## config.mk

```make
export PLATFORM = sky130hd
export DESIGN_NAME = positional_list_engine
export DESIGN_NICKNAME = d
export VERILOG_FILES = /design/src/ple_pkg.sv /design/src/positional_list_engine.sv /design/src/ple_ram.sv /design/src/ple_ctrl.sv /design/src/ple_dp.sv
export SDC_FILE = /design/constraint.sdc
export NUM_CORES = 2
export LEC_CHECK = 0
export ABC_AREA = 1
export BUFFER_PORTS_ARGS = -buffer_cell sky130_fd_sc_hd__buf_4
export CAP_MARGIN = 20
export CELL_PAD_IN_SITES_DETAIL_PLACEMENT = 0
export CELL_PAD_IN_SITES_GLOBAL_PLACEMENT = 1
export CORE_MARGIN = 3
export CORE_UTILIZATION = 45
export DETAILED_ROUTE_END_ITERATION = 10
export PLACE_DENSITY_LB_ADDON = 0.1
export SLEW_MARGIN = 20
export SYNTH_ARGS = -nofsm -noshare
export SYNTH_HDL_FRONTEND = slang
export SYNTH_SLANG_ARGS = --single-unit
```

## constraint.sdc

```tcl
create_clock -name i_clk -period 5.06 [get_ports i_clk]
set_input_delay 0.759 -clock i_clk [delete_from_list [all_inputs] [get_ports i_clk]]
set_output_delay 0.759 -clock i_clk [all_outputs]
set_load 0.05 [all_outputs]
```

## src/ple_pkg.sv

```systemverilog
// Shared constants and control types for the positional list engine.
`default_nettype none
package ple_pkg;

    localparam int CAPACITY = 64;
    localparam int ELEM_W   = 32;
    localparam int CMD_W    = 2;
    localparam int POS_W    = 7;
    localparam int ADDR_W   = (CAPACITY > 1) ? $clog2(CAPACITY) : 1;
    localparam int CNT_W    = $clog2(CAPACITY + 1);
    localparam int CMP_W    = ((CNT_W > POS_W) ? CNT_W : POS_W) + 1;

    localparam logic [CMD_W-1:0] CMD_INSERT = 2'd0;
    localparam logic [CMD_W-1:0] CMD_DELETE = 2'd1;
    localparam logic [CMD_W-1:0] CMD_LOCATE = 2'd2;

    typedef struct packed {
        logic load;
        logic start;
        logic rd_en;
        logic proc_en;
        logic put;
        logic commit;
    } t_dp_cmd;

    typedef struct packed {
        logic legal;
        logic no_scan;
        logic is_insert;
        logic is_locate;
        logic rd_last;
        logic hit;
        logic out_free;
    } t_dp_status;

endpackage
`default_nettype wire

```

## src/positional_list_engine.sv

```systemverilog
// Positional list engine top level: ordered list with insert, delete and locate.
//
// Input channel (i_in_valid / o_in_stall) carries one command per transaction:
// insert at a 1-based position, delete at a position, or locate a value.
// Output channel (o_out_valid / i_out_stall) returns exactly one result per
// command: ok, removed value, found position and the list length afterwards.
// Commands are handled one at a time. Entries live in a single-port-pair RAM
// and are moved or compared one per cycle; a refused command, a locate on an
// empty list and an insert at the tail move or compare none. The longest runs
// are an insert at the head of CAPACITY - 1 entries and a locate that misses
// in a full list. Locate stops at the first match. The next command is taken
// in the cycle its predecessor's result appears.
// The result sits in an output register; the next command is accepted while
// it waits, and a further result is held back inside until it is taken.
// A stalled result holds its payload steady.
// Reset (synchronous, active low) empties the list and drops any pending
// result; RAM contents are not cleared, only entries below the count are read.
`default_nettype none
module positional_list_engine (
    input  wire logic                      i_clk,
    input  wire logic                      i_rst_n,
    input  wire logic                      i_in_valid,
    output      logic                      o_in_stall,
    input  wire logic [ple_pkg::CMD_W-1:0] i_command,
    input  wire logic [ple_pkg::POS_W-1:0] i_position,
    input  wire logic signed [31:0]        i_value,
    output      logic                      o_out_valid,
    input  wire logic                      i_out_stall,
    output      logic                      o_ok,
    output      logic signed [31:0]        o_removed_value,
    output      logic [6:0]                o_found_position,
    output      logic [6:0]                o_list_length
);

    ple_pkg::t_dp_cmd    dp_cmd;
    ple_pkg::t_dp_status dp_status;

    ple_ctrl u_ctrl (
        .i_clk     (i_clk),
        .i_rst_n   (i_rst_n),
        .i_in_valid(i_in_valid),
        .o_in_stall(o_in_stall),
        .i_status  (dp_status),
        .o_cmd     (dp_cmd)
    );

    ple_dp u_dp (
        .i_clk           (i_clk),
        .i_rst_n         (i_rst_n),
        .i_cmd           (dp_cmd),
        .o_status        (dp_status),
        .i_command       (i_command),
        .i_position      (i_position),
        .i_value         (i_value),
        .o_out_valid     (o_out_valid),
        .i_out_stall     (i_out_stall),
        .o_ok            (o_ok),
        .o_removed_value (o_removed_value),
        .o_found_position(o_found_position),
        .o_list_length   (o_list_length)
    );

    a_busy_after_accept: assert property (@(posedge i_clk) disable iff (!i_rst_n)
        (i_in_valid && !o_in_stall) |=> o_in_stall)
        else $error("engine took a second transaction back to back");

    a_length_bound: assert property (@(posedge i_clk) disable iff (!i_rst_n)
        o_out_valid |-> (o_list_length <= 7'(ple_pkg::CAPACITY)))
        else $error("list length above capacity");

    a_found_needs_ok: assert property (@(posedge i_clk) disable iff (!i_rst_n)
        (o_out_valid && (o_found_position != 7'd0)) |-> o_ok)
        else $error("found position reported without ok");

    a_removed_needs_ok: assert property (@(posedge i_clk) disable iff (!i_rst_n)
        (o_out_valid && (o_removed_value != 32'sd0)) |-> o_ok)
        else $error("removed value reported without ok");

endmodule
`default_nettype wire

```

## src/ple_ram.sv

```systemverilog
// Generic single-write, single-read RAM with registered read data.
`default_nettype none
module ple_ram #(
    parameter int WIDTH = 32,
    parameter int DEPTH = 64
) (
    input  wire logic                                  i_clk,
    input  wire logic                                  i_we,
    input  wire logic [((DEPTH > 1) ? $clog2(DEPTH) : 1)-1:0] i_waddr,
    input  wire logic [WIDTH-1:0]                      i_wdata,
    input  wire logic [((DEPTH > 1) ? $clog2(DEPTH) : 1)-1:0] i_raddr,
    output      logic [WIDTH-1:0]                      o_rdata
);

    logic [WIDTH-1:0] r_mem [DEPTH];

    always_ff @(posedge i_clk) begin
        if (i_we) begin
            r_mem[i_waddr] <= i_wdata;
        end
        o_rdata <= r_mem[i_raddr];
    end

endmodule
`default_nettype wire

```

## src/ple_ctrl.sv

```systemverilog
// Controller state machine sequencing the list datapath.
`default_nettype none
module ple_ctrl (
    input  wire logic                i_clk,
    input  wire logic                i_rst_n,
    input  wire logic                i_in_valid,
    output      logic                o_in_stall,
    input  wire ple_pkg::t_dp_status i_status,
    output      ple_pkg::t_dp_cmd    o_cmd
);

    localparam logic [2:0] S_IDLE  = 3'd0;
    localparam logic [2:0] S_CHECK = 3'd1;
    localparam logic [2:0] S_READ  = 3'd2;
    localparam logic [2:0] S_DRAIN = 3'd3;
    localparam logic [2:0] S_PUT   = 3'd4;
    localparam logic [2:0] S_FIN   = 3'd5;

    logic [2:0] r_state;
    logic [2:0] n_state;

    always_comb begin
        n_state = r_state;
        o_cmd   = '0;
        case (r_state)
            S_IDLE: begin
                o_cmd.load = i_in_valid;
                if (i_in_valid) begin
                    n_state = S_CHECK;
                end
            end
            S_CHECK: begin
                o_cmd.start = 1'b1;
                if (!i_status.legal) begin
                    n_state = S_FIN;
                end else if (i_status.no_scan) begin
                    n_state = i_status.is_insert ? S_PUT : S_FIN;
                end else begin
                    n_state = S_READ;
                end
            end
            S_READ: begin
                o_cmd.rd_en   = 1'b1;
                o_cmd.proc_en = 1'b1;
                // first match ends a locate early; the stray read is ignored
                if (i_status.is_locate && i_status.hit) begin
                    n_state = S_FIN;
                end else if (i_status.rd_last) begin
                    n_state = S_DRAIN;
                end
            end
            S_DRAIN: begin
                o_cmd.proc_en = 1'b1;
                n_state = i_status.is_insert ? S_PUT : S_FIN;
            end
            S_PUT: begin
                o_cmd.put = 1'b1;
                n_state   = S_FIN;
            end
            S_FIN: begin
                o_cmd.commit = i_status.out_free;
                if (i_status.out_free) begin
                    n_state = S_IDLE;
                end
            end
            default: begin
                n_state = S_IDLE;
            end
        endcase
    end

    always_ff @(posedge i_clk) begin
        if (!i_rst_n) begin
            r_state <= S_IDLE;
        end else begin
            r_state <= n_state;
        end
    end

    assign o_in_stall = (r_state != S_IDLE);

endmodule
`default_nettype wire

```

## src/ple_dp.sv

```systemverilog
// Datapath: command registers, entry RAM, scan addressing, count and result register.
`default_nettype none
module ple_dp (
    input  wire logic                       i_clk,
    input  wire logic                       i_rst_n,
    input  wire ple_pkg::t_dp_cmd           i_cmd,
    output      ple_pkg::t_dp_status        o_status,
    input  wire logic [ple_pkg::CMD_W-1:0]  i_command,
    input  wire logic [ple_pkg::POS_W-1:0]  i_position,
    input  wire logic signed [31:0]         i_value,
    output      logic                       o_out_valid,
    input  wire logic                       i_out_stall,
    output      logic                       o_ok,
    output      logic signed [31:0]         o_removed_value,
    output      logic [6:0]                 o_found_position,
    output      logic [6:0]                 o_list_length
);

    localparam int AW = ple_pkg::ADDR_W;
    localparam int CW = ple_pkg::CMP_W;

    logic [ple_pkg::CMD_W-1:0]  r_op;
    logic [ple_pkg::POS_W-1:0]  r_pos;
    logic [ple_pkg::ELEM_W-1:0] r_val;
    logic [ple_pkg::CNT_W-1:0]  r_count;
    logic [AW-1:0]              r_rd;
    logic [AW-1:0]              r_end;
    logic [AW-1:0]              r_da;
    logic                       r_dv;
    logic                       r_found;
    logic [CW-1:0]              r_fpos;
    logic [ple_pkg::ELEM_W-1:0] r_removed;

    logic [ple_pkg::ELEM_W-1:0] rd_data;
    logic                       we;
    logic [AW-1:0]              waddr;
    logic [ple_pkg::ELEM_W-1:0] wdata;

    logic [CW-1:0] pos_x;
    logic [CW-1:0] cnt_x;
    logic [AW-1:0] pidx;
    logic [AW-1:0] cnt_m1;
    logic          is_ins;
    logic          is_del;
    logic          is_loc;
    logic          legal;
    logic          proc;
    logic [AW-1:0] start_addr;
    logic [AW-1:0] end_addr;
    logic [CW-1:0] n_count;

    assign pos_x  = CW'(r_pos);
    assign cnt_x  = CW'(r_count);
    assign pidx   = AW'(pos_x - CW'(1));
    assign cnt_m1 = AW'(cnt_x - CW'(1));
    assign is_ins = (r_op == ple_pkg::CMD_INSERT);
    assign is_del = (r_op == ple_pkg::CMD_DELETE);
    assign is_loc = (r_op == ple_pkg::CMD_LOCATE);
    assign proc   = i_cmd.proc_en && r_dv;

    always_comb begin
        legal = 1'b0;
        if (is_ins) begin
            legal = (pos_x != '0) && (pos_x <= cnt_x + CW'(1))
                    && (cnt_x < CW'(ple_pkg::CAPACITY));
        end else if (is_del) begin
            legal = (pos_x != '0) && (pos_x <= cnt_x);
        end else if (is_loc) begin
            legal = 1'b1;
        end
    end

    // insert walks down from the top entry, delete and locate walk up
    always_comb begin
        if (is_ins) begin
            start_addr = cnt_m1;
            end_addr   = pidx;
        end else if (is_del) begin
            start_addr = pidx;
            end_addr   = cnt_m1;
        end else begin
            start_addr = '0;
            end_addr   = cnt_m1;
        end
    end

    always_comb begin
        we    = 1'b0;
        waddr = '0;
        wdata = rd_data;
        if (i_cmd.put) begin
            we    = 1'b1;
            waddr = pidx;
            wdata = r_val;
        end else if (proc && is_ins) begin
            we    = 1'b1;
            waddr = r_da + AW'(1);
        end else if (proc && is_del && (r_da != pidx)) begin
            we    = 1'b1;
            waddr = r_da - AW'(1);
        end
    end

    ple_ram #(
        .WIDTH(ple_pkg::ELEM_W),
        .DEPTH(ple_pkg::CAPACITY)
    ) u_ram (
        .i_clk  (i_clk),
        .i_we   (we),
        .i_waddr(waddr),
        .i_wdata(wdata),
        .i_raddr(r_rd),
        .o_rdata(rd_data)
    );

    always_comb begin
        n_count = cnt_x;
        if (legal && is_ins) begin
            n_count = cnt_x + CW'(1);
        end else if (legal && is_del) begin
            n_count = cnt_x - CW'(1);
        end
    end

    always_ff @(posedge i_clk) begin
        if (i_cmd.load) begin
            r_op      <= i_command;
            r_pos     <= i_position;
            r_val     <= ple_pkg::ELEM_W'(i_value);
            r_removed <= '0;
        end
        if (i_cmd.start) begin
            r_rd  <= start_addr;
            r_end <= end_addr;
        end else if (i_cmd.rd_en) begin
            r_rd <= is_ins ? (r_rd - AW'(1)) : (r_rd + AW'(1));
        end
        r_da <= r_rd;
        if (proc && is_loc && (rd_data == r_val) && !r_found) begin
            r_fpos <= CW'(r_da) + CW'(1);
        end
        if (proc && is_del && (r_da == pidx)) begin
            r_removed <= rd_data;
        end
        if (i_cmd.commit) begin
            o_ok             <= is_loc ? r_found : legal;
            o_removed_value  <= signed'(32'(r_removed));
            o_found_position <= r_found ? r_fpos[6:0] : 7'd0;
            o_list_length    <= n_count[6:0];
        end
    end

    always_ff @(posedge i_clk) begin
        if (!i_rst_n) begin
            r_count     <= '0;
            r_dv        <= 1'b0;
            r_found     <= 1'b0;
            o_out_valid <= 1'b0;
        end else begin
            r_dv <= i_cmd.rd_en;
            if (i_cmd.load) begin
                r_found <= 1'b0;
            end else if (proc && is_loc && (rd_data == r_val)) begin
                r_found <= 1'b1;
            end
            if (i_cmd.commit) begin
                r_count     <= ple_pkg::CNT_W'(n_count);
                o_out_valid <= 1'b1;
            end else if (!i_out_stall) begin
                o_out_valid <= 1'b0;
            end
        end
    end

    assign o_status.legal     = legal;
    assign o_status.no_scan   = (is_ins && (pos_x == cnt_x + CW'(1)))
                                || (is_loc && (cnt_x == '0));
    assign o_status.is_insert = is_ins;
    assign o_status.is_locate = is_loc;
    assign o_status.rd_last   = (r_rd == r_end);
    assign o_status.hit       = r_dv && is_loc && (rd_data == r_val) && !r_found;
    assign o_status.out_free  = !o_out_valid || !i_out_stall;

endmodule
`default_nettype wire
```

==> impl_metrics.ini <==
[run_status]
status = finished clean

[place]
dpl-instance-area_sq_mm = 0.0941
port-buffer-count = 93
gp_congestion = 0.895
dp_hpwl_um = 161000
dp_cells = 9409

[finish]
final_cells = 9839
drive_gt1_frac = 0.110
design_area_sq_mm = 0.102
area_delta_synth_final_pct = 14.3
layout.nets = 7087

[logic_synthesis]
seq_area_frac_synth = 0.751
syn-num-nets = 7008
synth_cell_types = 49
synth_area_leaders = edfxtp_1, o21ai_0, nor2_1, o22ai_1, nand2_1
postSynth.asyncResetShare = 0
synth_top_area_share = 0.739
synth_cells = 6938
synth_ff_type = edfxtp_1
yosys_warnings = 0
synth_edf_count = 2187
synth_area_per_cell_sq_um = 12.8
synth_top_area_cell = edfxtp_1
synth_area_sq_mm = 0.0889
synth_seq_cells = 2238

[job]
max_cap_violations = 0

[clock_network]
cts-resized-gates = 0
cts_sinks = 2238
cts_tree = yes
cts_buffers = 227
clockBufferDepth = 3
hold_buffers = 0
clk_latency_ps = 860
post_cts_buffers = 0
path_clk_slew_ps = 60
root_buffer = clkbuf_16
cts.htree.levels = 4

[routing]
drtIter0Drc = 6293
drt_wl_total_um = 277000
antenna_left = 0
drcViolationCount = 0
dr_total_vias = 57800
wl_per_cell_um = 28.1
first_pass_iters = 7
routed_via_density = 5.87

[floorplan]
core_sq_mm = 0.196
dieArea_sq_mm = 0.203
row_count = 162
io_pins = 94
fp.dieW_um = 450
die_y_um = 450
start_util = 0.454

[timing]
fmax_ghz = 0.253
slew_headroom = 0.210
finalClockSkew_ps = 41.3
hold_ws_ps = 78.2
setup_tns_ps = 0
finalSetupViolations = 0
rsz0062_at_grt = false
finalMaxSlewViolations = 0
worst_pin_slew_ps = 1180
min_period_ps = 3960
hold_viol_final = 0
fin_crit_sh = 0.783

[setup_path]
crit_chain = inv_2, ha_1, inv_1, nand2_1, nand2_1, inv_1, nor2_1, nor3_1, nand2_1, inv_2, nand2_4, nand3_1, nand2_1, nand2_2, nand3_2, nor2_4, buf_4
cp-start-kind = register
crit_cells = 17
cpPeakStageDelay_ps = 790
reg2reg_depth = 17
end_kind = register
r2r_slack_ps = 1100
cp.arrival_ps = 4500
crit_type = register to register
critical_path.endpoint = u_dp.u_ram.r_mem[14][7]$_DFFE_PP_
r2r_start = u_dp.r_pos[0]$_DFFE_PP_
crit_path_frequent_cell = nand2_1
cp_num_buf_inv = 5
worst-path-max-fanout = 24
cp.required_ps = 5600
timing.rr.end = u_dp.u_ram.r_mem[14][7]$_DFFE_PP_
cp_slowest_cell = nor2_4
crit_start = u_dp.r_pos[0]$_DFFE_PP_
crit_family = simple AND/OR/NAND/NOR gates

[power]
vdd_ir_drop_max_mv = 0.519
total_power_mw = 64.0
p_leak_nw = 33.2
powerDensity_mw_per_mm2 = 630

[global_route]
grt_max_degree = 170
grt_usage = 0.269
grt_pass1_wl_um = 399000
grt_pass1_vias = 55300
grt_overflow_total = 0
antenna_found_initial = 13

[hold_path]
hp-class = input port to register
==> cell type report <==
class                   instances  area [sq um]
fillers                     16700         94100
repair buffers                314          3070
inverters                     157           629
clock inverters               120          1140
multi-input cells            4079         20500
well taps                    2624          3280
clock buffers                 302          6220
diodes                          5          12.5
flip-flops and latches       2238         66700
==> cell usage in the layout (no fill, tap or decap), types with 49 or more instances in the layout <==
| cell type | netlist | layout |
|---|---|---|
| nor2_4 | 4 | 70 |
| inv_1 | 143 | 142 |
| o22ai_1 | 604 | 604 |
| o21ai_1 | 49 | 49 |
| nand2_1 | 409 | 408 |
| clkbuf_16 | 0 | 232 |
| o21ai_0 | 1308 | 1275 |
| nor2_1 | 1412 | 1346 |
| dfxtp_1 | 51 | 51 |
| clkbuf_1 | 316 | 55 |
| edfxtp_1 | 2187 | 2187 |
| buf_4 | 15 | 262 |
| nand3_1 | 84 | 84 |
==> state kept, by name (all words and copies together) (netlist names), 6 cells and up <==
register / flops
u_dp.r_fpos: 7
u_dp.r_rd: 6
u_dp.o_list_length: 7
u_dp.o_found_position: 7
u_dp.r_removed: 32
u_dp.r_end: 6
u_dp.r_count: 7
u_dp.u_ram.r_mem: 2048
u_dp.u_ram.o_rdata: 32
u_dp.r_pos: 7
u_dp.o_removed_value: 32
u_dp.r_da: 6
u_dp.r_val: 32
==> how the worst min path moves through the flow <==
stage | from | end | slack [ps] | depth (start not counted)
finish | i_value[5] | u_dp.r_val[5]$_DFFE_PP_ | 80 | 1
global route | i_value[5] | u_dp.r_val[5]$_DFFE_PP_ | 30 | 1
CTS | i_value[5] | u_dp.r_val[5]$_DFFE_PP_ | 10 | 1
detailed placement | u_dp.r_removed[10]$_SDFFCE_PN0P_ | u_dp.o_removed_value[10]$_DFFE_PP_ | 400 | 0
global placement | u_dp.r_removed[23]$_SDFFCE_PN0P_ | u_dp.o_removed_value[23]$_DFFE_PP_ | 410 | 0
floorplan | u_dp.r_rd[5]$_DFFE_PP_ | u_dp.r_da[5]$_DFF_P_ | 350 | 0
==> report_power, final <==
group,internal [mW],switching (mW),leakage (nW)
Combinational,5.37,17.5,9.32
Clock,9.60,7.06,3.61
Sequential,23.9,0.596,20.2
==> metal layers <==
layer / track usage / routed length [um] / vias up
li1: - / - / 25800
met2: 0.437 / 132000 / 2240
met3: 0.0379 / 19400 / 347
met1: 0.382 / 118000 / 29400
met4: 0.0691 / 7010 / 0
met5: 0 / 0 / -
==> worst reg2reg max path, delay by kind of cell, from the launching register on <==
family	cells	cell delay (ps)
simple gates	11	2200
buf+inv	5	760
fa+ha+maj	1	240
flops	1	470
==> stage by stage <==
stage               setup slack (ps)  utilization
floorplan                        799            -
global placement                1020        0.480
detailed placement              1070        0.481
CTS                             1070        0.519
global route                     815        0.519
finish                          1100        0.519
==> cells in the mapped netlist (13+ instances only) <==
cell type	count
edfxtp_1	2187
nor2_1	1412
o21ai_0	1308
o22ai_1	604
nand2_1	409
clkbuf_1	316
inv_1	143
buf_2	123
nand3_1	84
dfxtp_1	51
o21ai_1	49
a21oi_1	39
ha_1	24
xor2_1	21
nand4_1	18
buf_4	15
nor3_1	15
nand3_2	13
o221ai_1	13
==> kinds of logic (layout without fill, tap and decap cells) <==
kind of cell / count (synthesis) / count (layout) / share of synthesized area
adder cells (fa/ha/maj): 25 / 25 / 0.00360
flip-flops: 2238 / 2238 / 0.751
AND/OR/NAND/NOR: 1988 / 1988 / 0.0895
AO/OA/AOI/OAI: 2037 / 2037 / 0.125
XOR/XNOR: 29 / 29 / 0.00307
buffers and inverters: 621 / 893 / 0.0287
other: 0 / 5 / 0
Power figures use the tool's default switching activity.
